[config.mk]
export PLATFORM = sky130hd
export DESIGN_NAME = mdio_master_regs
export DESIGN_NICKNAME = d
export VERILOG_FILES = /design/src/design/mdio_pkg.sv /design/src/design/mdio_master_regs.sv
export SDC_FILE = /design/constraint.sdc
export NUM_CORES = 1
export LEC_CHECK = 0
export ABC_AREA = 1
export BUFFER_PORTS_ARGS = -buffer_cell sky130_fd_sc_hd__buf_2
export CAP_MARGIN = 20
export CORE_MARGIN = 4
export CORE_UTILIZATION = 47
export CTS_CLUSTER_DIAMETER = 100
export DETAILED_ROUTE_END_ITERATION = 12
export GPL_TIMING_DRIVEN = 0
export HOLD_SLACK_MARGIN = 0.12
export PLACE_DENSITY = 0.68
export RECOVER_POWER = 100
export SETUP_SLACK_MARGIN = 0.3
export SLEW_MARGIN = 0
export SYNTH_ARGS = -nofsm -noshare
export SYNTH_HDL_FRONTEND = slang
export SYNTH_SLANG_ARGS = --single-unit
[constraint.sdc]
create_clock -name clk -period 3 [get_ports clk]
set_input_delay 0.15 -clock clk [delete_from_list [all_inputs] [get_ports clk]]
set_output_delay 0.15 -clock clk [all_outputs]
set_load 0.01 [all_outputs]
[src/design/mdio_pkg.sv]
// Package for the MDIO management master: item mode codes, command field
// codes, frame layout constants, the result beat type and the frame builder.
// Has no dependencies; used by mdio_master_regs.
package mdio_pkg;

    localparam int PREAMBLE_BITS = 32;
    localparam int PRE_LEN = (PREAMBLE_BITS > 32) ? 32 : PREAMBLE_BITS;
    localparam logic [6:0] FRAME_BITS = 7'(PRE_LEN + 32);
    localparam logic [6:0] RELEASE_BITS = 7'd18;
    localparam logic [6:0] DATA_BITS = 7'd16;
    localparam logic [7:0] HALF_PERIOD_RESET = 8'd21;

    typedef enum logic [1:0] {
        MODE_WRITE = 2'd0,
        MODE_READ  = 2'd1,
        MODE_TICK  = 2'd2,
        MODE_NONE  = 2'd3
    } mode_t;

    localparam logic [1:0] GOC_WRITE = 2'd1;
    localparam logic [1:0] GOC_READ  = 2'd3;

    localparam logic [1:0] ST_C22 = 2'b01;
    localparam logic [1:0] ST_C45 = 2'b00;
    localparam logic [1:0] OP_ADDR = 2'b00;
    localparam logic [1:0] OP_WRITE = 2'b01;
    localparam logic [1:0] OP_C22_READ = 2'b10;
    localparam logic [1:0] OP_C45_READ = 2'b11;
    localparam logic [1:0] TA_WRITE = 2'b10;
    localparam logic [1:0] TA_READ = 2'b00;

    typedef struct packed {
        logic [4:0] pa;
        logic [4:0] rda;
        logic [1:0] goc;
        logic       c45;
        logic       busy;
    } cmd_t;

    typedef struct packed {
        logic [31:0] read_data;
        logic        mdc;
        logic        mdio_out;
        logic        mdio_drive;
        logic        busy_res;
    } mdio_res_t;

    function automatic logic [63:0] build_frame(
        input logic [1:0]  st,
        input logic [1:0]  op,
        input logic [4:0]  pa,
        input logic [4:0]  rda,
        input logic [1:0]  ta,
        input logic [15:0] data16
    );
        logic [31:0] word;
        logic [63:0] pre;
        word = {st, op, pa, rda, ta, data16};
        pre = ~64'd0 << (64 - PRE_LEN);
        return pre | ({32'd0, word} << (32 - PRE_LEN));
    endfunction

    function automatic logic [63:0] data_frame(
        input cmd_t        cmd,
        input logic [15:0] data16
    );
        logic [1:0] st;
        st = cmd.c45 ? ST_C45 : ST_C22;
        if (cmd.goc == GOC_READ)
        begin
            return build_frame(st, cmd.c45 ? OP_C45_READ : OP_C22_READ,
                               cmd.pa, cmd.rda, TA_READ, 16'd0);
        end
        return build_frame(st, OP_WRITE, cmd.pa, cmd.rda, TA_WRITE, data16);
    endfunction

endpackage

[src/design/mdio_master_regs.sv]
// MDIO management master (Clause 22 and Clause 45) with command and data
// registers and a tick-driven MDC divider. Depends on mdio_pkg.
//
//   channel | signals                                       | direction
//   input   | in_valid, in_stall, mode, reg_select,         | beat in
//           | write_data, mdio_in                           |
//   output  | out_valid, out_stall, read_data, mdc,         | beat out
//           | mdio_out, mdio_drive, busy_res                |
//   config  | cfg_write_enable, cfg_write_data              | write only
//
// Each result beat is registered into the output register, or the skid
// register if stalled; one beat per cycle is sustained without stalls.
// A skid register holds one result while the output is stalled; in_stall
// rises only when that skid register is full.
// Reset clears all but the result data; half period resets to 21 ticks.
module mdio_master_regs
    import mdio_pkg::*;
(
    input  logic        clk,
    input  logic        rst_n,
    input  logic        cfg_write_enable,
    input  logic [7:0]  cfg_write_data,
    input  logic        in_valid,
    output logic        in_stall,
    input  logic [1:0]  mode,
    input  logic        reg_select,
    input  logic [31:0] write_data,
    input  logic        mdio_in,
    output logic        out_valid,
    input  logic        out_stall,
    output logic [31:0] read_data,
    output logic        mdc,
    output logic        mdio_out,
    output logic        mdio_drive,
    output logic        busy_res
);

    logic [7:0]  half_period_reg;
    cmd_t        cmd_reg, cmd_next;
    logic [31:0] data_word_reg, data_word_next;
    logic [63:0] frame_shift_reg, frame_shift_next;
    logic [6:0]  bit_count_reg, bit_count_next;
    logic [7:0]  divide_count_reg, divide_count_next;
    logic        clock_level_reg, clock_level_next;
    logic        second_frame_reg, second_frame_next;

    mdio_res_t   out_reg, skid_reg, res_next;
    logic        out_valid_reg, skid_valid_reg;

    logic        accept;
    logic        out_fire;
    logic [7:0]  half_period;
    logic [7:0]  div_inc;
    logic [6:0]  bit_dec;
    logic        read_frame;
    logic        read_frame_next;
    logic        goc_valid;
    logic [31:0] rd;
    cmd_t        cmd_new;

    assign accept = in_valid && !in_stall;
    assign out_fire = out_valid_reg && !out_stall;
    assign in_stall = skid_valid_reg;

    assign half_period = (half_period_reg == 8'd0) ? 8'd1 : half_period_reg;
    assign div_inc = divide_count_reg + 8'd1;
    assign bit_dec = (bit_count_reg != 7'd0) ? bit_count_reg - 7'd1 : 7'd0;
    assign read_frame = (cmd_reg.goc == GOC_READ) && (!cmd_reg.c45 || second_frame_reg);
    assign goc_valid = (write_data[3:2] == GOC_WRITE) || (write_data[3:2] == GOC_READ);
    assign cmd_new = '{pa: write_data[25:21], rda: write_data[20:16],
                       goc: write_data[3:2], c45: write_data[1], busy: 1'b0};

    always_comb
    begin
        cmd_next = cmd_reg;
        data_word_next = data_word_reg;
        frame_shift_next = frame_shift_reg;
        bit_count_next = bit_count_reg;
        divide_count_next = divide_count_reg;
        clock_level_next = clock_level_reg;
        second_frame_next = second_frame_reg;
        rd = 32'd0;
        unique case (mode_t'(mode))
            MODE_WRITE:
            begin
                if (!cmd_reg.busy)
                begin
                    if (reg_select)
                    begin
                        data_word_next = write_data;
                    end
                    else
                    begin
                        cmd_next = cmd_new;
                        if (write_data[0] && goc_valid)
                        begin
                            cmd_next.busy = 1'b1;
                            divide_count_next = 8'd0;
                            clock_level_next = 1'b0;
                            second_frame_next = 1'b0;
                            bit_count_next = FRAME_BITS;
                            if (write_data[1])
                            begin
                                frame_shift_next = build_frame(ST_C45, OP_ADDR,
                                    cmd_new.pa, cmd_new.rda, TA_WRITE,
                                    data_word_reg[31:16]);
                            end
                            else
                            begin
                                frame_shift_next = data_frame(cmd_new, data_word_reg[15:0]);
                            end
                        end
                    end
                end
            end
            MODE_READ:
            begin
                if (reg_select)
                begin
                    rd = data_word_reg;
                end
                else
                begin
                    rd = {6'd0, cmd_reg.pa, cmd_reg.rda, 12'd0, cmd_reg.goc,
                          cmd_reg.c45, cmd_reg.busy};
                end
            end
            MODE_TICK:
            begin
                if (cmd_reg.busy)
                begin
                    if (div_inc < half_period)
                    begin
                        divide_count_next = div_inc;
                    end
                    else
                    begin
                        divide_count_next = 8'd0;
                        if (!clock_level_reg)
                        begin
                            clock_level_next = 1'b1;
                            if (read_frame && bit_count_reg >= 7'd1
                                && bit_count_reg <= DATA_BITS)
                            begin
                                data_word_next[15:0] = {data_word_reg[14:0], mdio_in};
                            end
                        end
                        else
                        begin
                            clock_level_next = 1'b0;
                            frame_shift_next = frame_shift_reg << 1;
                            bit_count_next = bit_dec;
                            if (bit_dec == 7'd0)
                            begin
                                if (cmd_reg.c45 && !second_frame_reg)
                                begin
                                    second_frame_next = 1'b1;
                                    frame_shift_next = data_frame(cmd_reg,
                                                                  data_word_reg[15:0]);
                                    bit_count_next = FRAME_BITS;
                                end
                                else
                                begin
                                    cmd_next.busy = 1'b0;
                                    frame_shift_next = 64'd0;
                                    bit_count_next = 7'd0;
                                    divide_count_next = 8'd0;
                                    clock_level_next = 1'b0;
                                    second_frame_next = 1'b0;
                                end
                            end
                        end
                    end
                end
            end
            MODE_NONE:
            begin
                rd = 32'd0;
            end
        endcase
    end

    assign read_frame_next = (cmd_next.goc == GOC_READ)
                             && (!cmd_next.c45 || second_frame_next);

    always_comb
    begin
        res_next.read_data = rd;
        res_next.busy_res = cmd_next.busy;
        res_next.mdc = cmd_next.busy && clock_level_next;
        res_next.mdio_drive = cmd_next.busy
                              && !(read_frame_next && bit_count_next <= RELEASE_BITS);
        res_next.mdio_out = res_next.mdio_drive && frame_shift_next[63];
    end

    always_ff @(posedge clk or negedge rst_n)
    begin
        if (!rst_n)
        begin
            half_period_reg <= HALF_PERIOD_RESET;
            cmd_reg <= '0;
            data_word_reg <= 32'd0;
            frame_shift_reg <= 64'd0;
            bit_count_reg <= 7'd0;
            divide_count_reg <= 8'd0;
            clock_level_reg <= 1'b0;
            second_frame_reg <= 1'b0;
        end
        else
        begin
            if (cfg_write_enable)
            begin
                half_period_reg <= cfg_write_data;
            end
            if (accept)
            begin
                cmd_reg <= cmd_next;
                data_word_reg <= data_word_next;
                frame_shift_reg <= frame_shift_next;
                bit_count_reg <= bit_count_next;
                divide_count_reg <= divide_count_next;
                clock_level_reg <= clock_level_next;
                second_frame_reg <= second_frame_next;
            end
        end
    end

    always_ff @(posedge clk or negedge rst_n)
    begin
        if (!rst_n)
        begin
            out_valid_reg <= 1'b0;
            skid_valid_reg <= 1'b0;
        end
        else
        begin
            priority if (skid_valid_reg)
            begin
                if (out_fire)
                begin
                    skid_valid_reg <= 1'b0;
                end
            end
            else if (accept)
            begin
                if (out_valid_reg && !out_fire)
                begin
                    skid_valid_reg <= 1'b1;
                end
                else
                begin
                    out_valid_reg <= 1'b1;
                end
            end
            else if (out_fire)
            begin
                out_valid_reg <= 1'b0;
            end
        end
    end

    always_ff @(posedge clk)
    begin
        priority if (skid_valid_reg)
        begin
            if (out_fire)
            begin
                out_reg <= skid_reg;
            end
        end
        else if (accept)
        begin
            if (out_valid_reg && !out_fire)
            begin
                skid_reg <= res_next;
            end
            else
            begin
                out_reg <= res_next;
            end
        end
    end

    assign out_valid = out_valid_reg;
    assign read_data = out_reg.read_data;
    assign mdc = out_reg.mdc;
    assign mdio_out = out_reg.mdio_out;
    assign mdio_drive = out_reg.mdio_drive;
    assign busy_res = out_reg.busy_res;

endmodule

==> results.py <==
metrics = {
    "global_route": {
        "grt_util_all_layers": 0.235,
        "gr-total-overflow": 0,
        "antenna_found_initial": 1,
        "grt_max_degree": 91,
        "grt_pass1_vias": 9165,
        "grt_pass1_wl_um": 46400,
    },
    "finish": {
        "num-fill-cells": 1691,
        "register_area_sq_um": 5590,
        "largest_register_ff_count": 64,
        "drive_above_1_share": 0.249,
        "fin_nets": 1476,
        "multi_input_comb_area_sq_um": 4720,
        "layout_common_cells": "nand2_1 (304), dfrtp_1 (134), o21ai_0 (101)",
        "mostFrequentLayoutCell": "nand2_1",
        "fin_area_sq_um": 13900,
        "final_core_util": 0.655,
        "area_delta_synth_final_pct": 36.0,
        "n_antenna_cell": 0,
    },
    "cts": {
        "cts_tree": "done",
        "clockRootBuffer": "clkbuf_16",
        "cts_max_level": 1,
        "clock_latency_ns": 0.52,
        "clk_pin_slew_ns": 0.06,
        "numCtsBuffers": 24,
        "clock-sinks": 209,
        "cts_buffer_depth": 3,
    },
    "synth": {
        "ys_types": 42,
        "synth_warnings": 0,
        "syn-cell-area_sq_um": 10200,
        "syn_nets": 1268,
        "ys_top_cells_by_area": "dfrtp_1 (33%), edfxtp_1 (21%), nand2_1 (13%)",
        "synthCells": 1209,
        "yosys.area.top_type_share": 0.328,
        "ys_seq_area_frac": 0.548,
        "synth-edff-count": 72,
        "ys.flop_type": "dfrtp_1",
        "synth-seq-cells": 209,
        "synth_area_leader_cell": "dfrtp_1",
        "async_reset_ff_frac": 0.656,
        "avgSynthCellArea_sq_um": 8.45,
    },
    "sta": {
        "worst_pin_slew_ns": 2.25,
        "rsz0062_at_grt": "true",
        "fin_crit_ns": 3.14,
        "setup_violations": 33,
        "fmax_mhz": 318,
        "finalSetupTns_ns": -0.951,
        "hold_viol": 0,
        "slew_headroom": -0.502,
        "period_share": 1.05,
        "final.setup.worst_slack_ns": -0.142,
        "clock_skew_ns": 0.0234,
        "holdWs_ns": 0.154,
        "slew_viol_final": 49,
    },
    "worst_setup_path": {
        "worstPathCellList": "inv_2, nor3_2, inv_2, nor2_4, inv_2, o21ai_2, o21ai_2, inv_2, ha_4, a21oi_2, nor2_2, a211oi_2, nand2_2, nand3_2, buf_6, nand2_1, nand3_2, o21ai_2, nor2_1, nand2_1, nand2_1, nand2_2, nand2_2, o21ai_2",
        "path_max_fanout": 5,
        "arrival_ns": 3.39,
        "critPathKind": "flip-flop to flip-flop",
        "setup.worst_path.start_class": "flip-flop",
        "crit_family": "simple AND/OR/NAND/NOR gates",
        "timing.critical_path.buf_inv": 5,
        "end_kind": "flip-flop",
        "crit_required_ns": 3.25,
        "crit_path_max_incr_delay_ns": 0.38,
        "critPathSlowestCell": "dfrtp_1",
    },
    "placement": {
        "place_congestion": 0.922,
        "dp_hpwl_um": 19100,
        "io_buffers": 84,
        "dpl_cell_area_sq_um": 11100,
    },
    "detailed_routing": {
        "drt_iter0_markers": 788,
        "vias": 9390,
        "drt-total-wl_um": 29900,
        "dr.pass1.iters": 5,
        "wl_per_cell_um": 17.5,
        "drc": 0,
        "via_per_inst": 5.49,
        "antenna_left": 0,
    },
    "run": {
        "max_cap_violations": 1,
    },
    "floorplanning": {
        "initial_core_util": 0.481,
        "dieArea_sq_um": 24200,
        "core_sq_um": 21200,
        "fp.dieW_um": 155,
        "die_y_um": 155,
        "io_pins": 87,
        "rows": 53,
    },
    "status": {
        "outcome": "complete, but fails checks",
        "violations": "capacitance limit, slew limit, setup timing",
    },
    "power_and_ir_drop": {
        "power_per_cell_area_nw_per_um2": 801,
        "max-vdd-ir-drop_mv": 0.403,
        "p_leak_nw": 6.32,
    },
    "worst_hold_path": {
        "hold_class": "primary input to flip-flop",
    },
}
[cell usage after synthesis (all sizes together) (2+ instances only)]
library cell  number
buf               26
o41ai              2
o21ai            140
mux2               6
nor3               4
o31ai              2
dfstp              3
xor2               5
nand2            351
o22ai             14
clkbuf            43
dfrtp            134
inv              107
nand4             10
o32ai             14
a21o               9
ha                10
nor2             123
a31oi             32
a21oi             72
edfxtp            72
nand3             21
a211oi             3
[final timing paths]
check                      slack, ns                   to           startpoint  cells after the start
max                            -0.14           mdio_drive  divide_count_reg[0]                     24
min                             0.15      clock_level_reg              mode[0]                      4
max reg2reg                    -0.14           mdio_drive  divide_count_reg[0]                     24
min reg2reg                     0.47  frame_shift_reg[60]  frame_shift_reg[60]                      1
max in group asynchronous       0.16             in_stall                rst_n                      3
min in group asynchronous       1.00          cmd_reg[10]                rst_n                      2
[layout make-up]
class                           instances  share of cell area
Inverter                              108              0.0304
Multi-Input combinational cell        823               0.339
Clock buffer                           30              0.0471
Clock inverter                         14              0.0141
Tap cell                              275              0.0248
Sequential cell                       209               0.403
Buffer                                 69              0.0366
Timing Repair Buffer                  182               0.105
[cell families after synthesis]
logic type / after synthesis / share of synthesized area
flops: 209 / 0.548
buf+inv: 177 / 0.0709
fa+ha+maj: 10 / 0.0122
compound gates: 290 / 0.158
simple gates: 512 / 0.200
mux: 6 / 0.00661
xor+xnor: 5 / 0.00429
[power by group]
part           switching (W)  total (W)  leakage (nW)  internal [W]
sequential          0.000636    0.00460          2.44       0.00397
clock                0.00118    0.00315         0.410       0.00197
combinational        0.00207    0.00337          3.47       0.00130
[layer usage]
metal	track usage	wire (um)	share of wire	vias up
met5	0	7	0.00023	-
met2	0.400	14600	0.49	376
li1	-	-	-	4459
met3	0.0306	1820	0.061	81
met4	0.0821	1080	0.036	2
met1	0.310	12300	0.41	4472
[worst reg2reg max path, stage by stage (launching register included)]
cell and delay, ns:
dfrtp_1 0.38, inv_2 0.05, nor3_2 0.18, inv_2 0.07
nor2_4 0.12, inv_2 0.06, o21ai_2 0.14, o21ai_2 0.09
inv_2 0.07, ha_4 0.20, a21oi_2 0.14, nor2_2 0.05
a211oi_2 0.20, nand2_2 0.17, nand3_2 0.12, buf_6 0.12
nand2_1 0.06, nand3_2 0.07, o21ai_2 0.07, nor2_1 0.14
nand2_1 0.07, nand2_1 0.07, nand2_2 0.07, nand2_2 0.10
o21ai_2 0.05
[metrics by stage]
stage | worst slack (ns) | std cells | total power, W
global route | -0.372 | 1710 | 0.0117
detailed placement | -0.467 | 1571 | 0.00731
CTS | -0.0684 | 1698 | 0.0109
floorplan | 0.215 | 1209 | 0.00627
finish | -0.142 | 1710 | 0.0111
global placement | -0.426 | 1568 | 0.00717
[what timing repair did]
action / CTS / global route
endpoints found under the setup margin: 103 / 106
hold buffers: 49 / 0
setup buffers: 25 / 10
resized for setup: 185 / 143
pin swaps: 29 / 46
endpoints found under the hold margin: 201 / 0
cloned: 9 / 2
(Power assumes the default switching activity.)
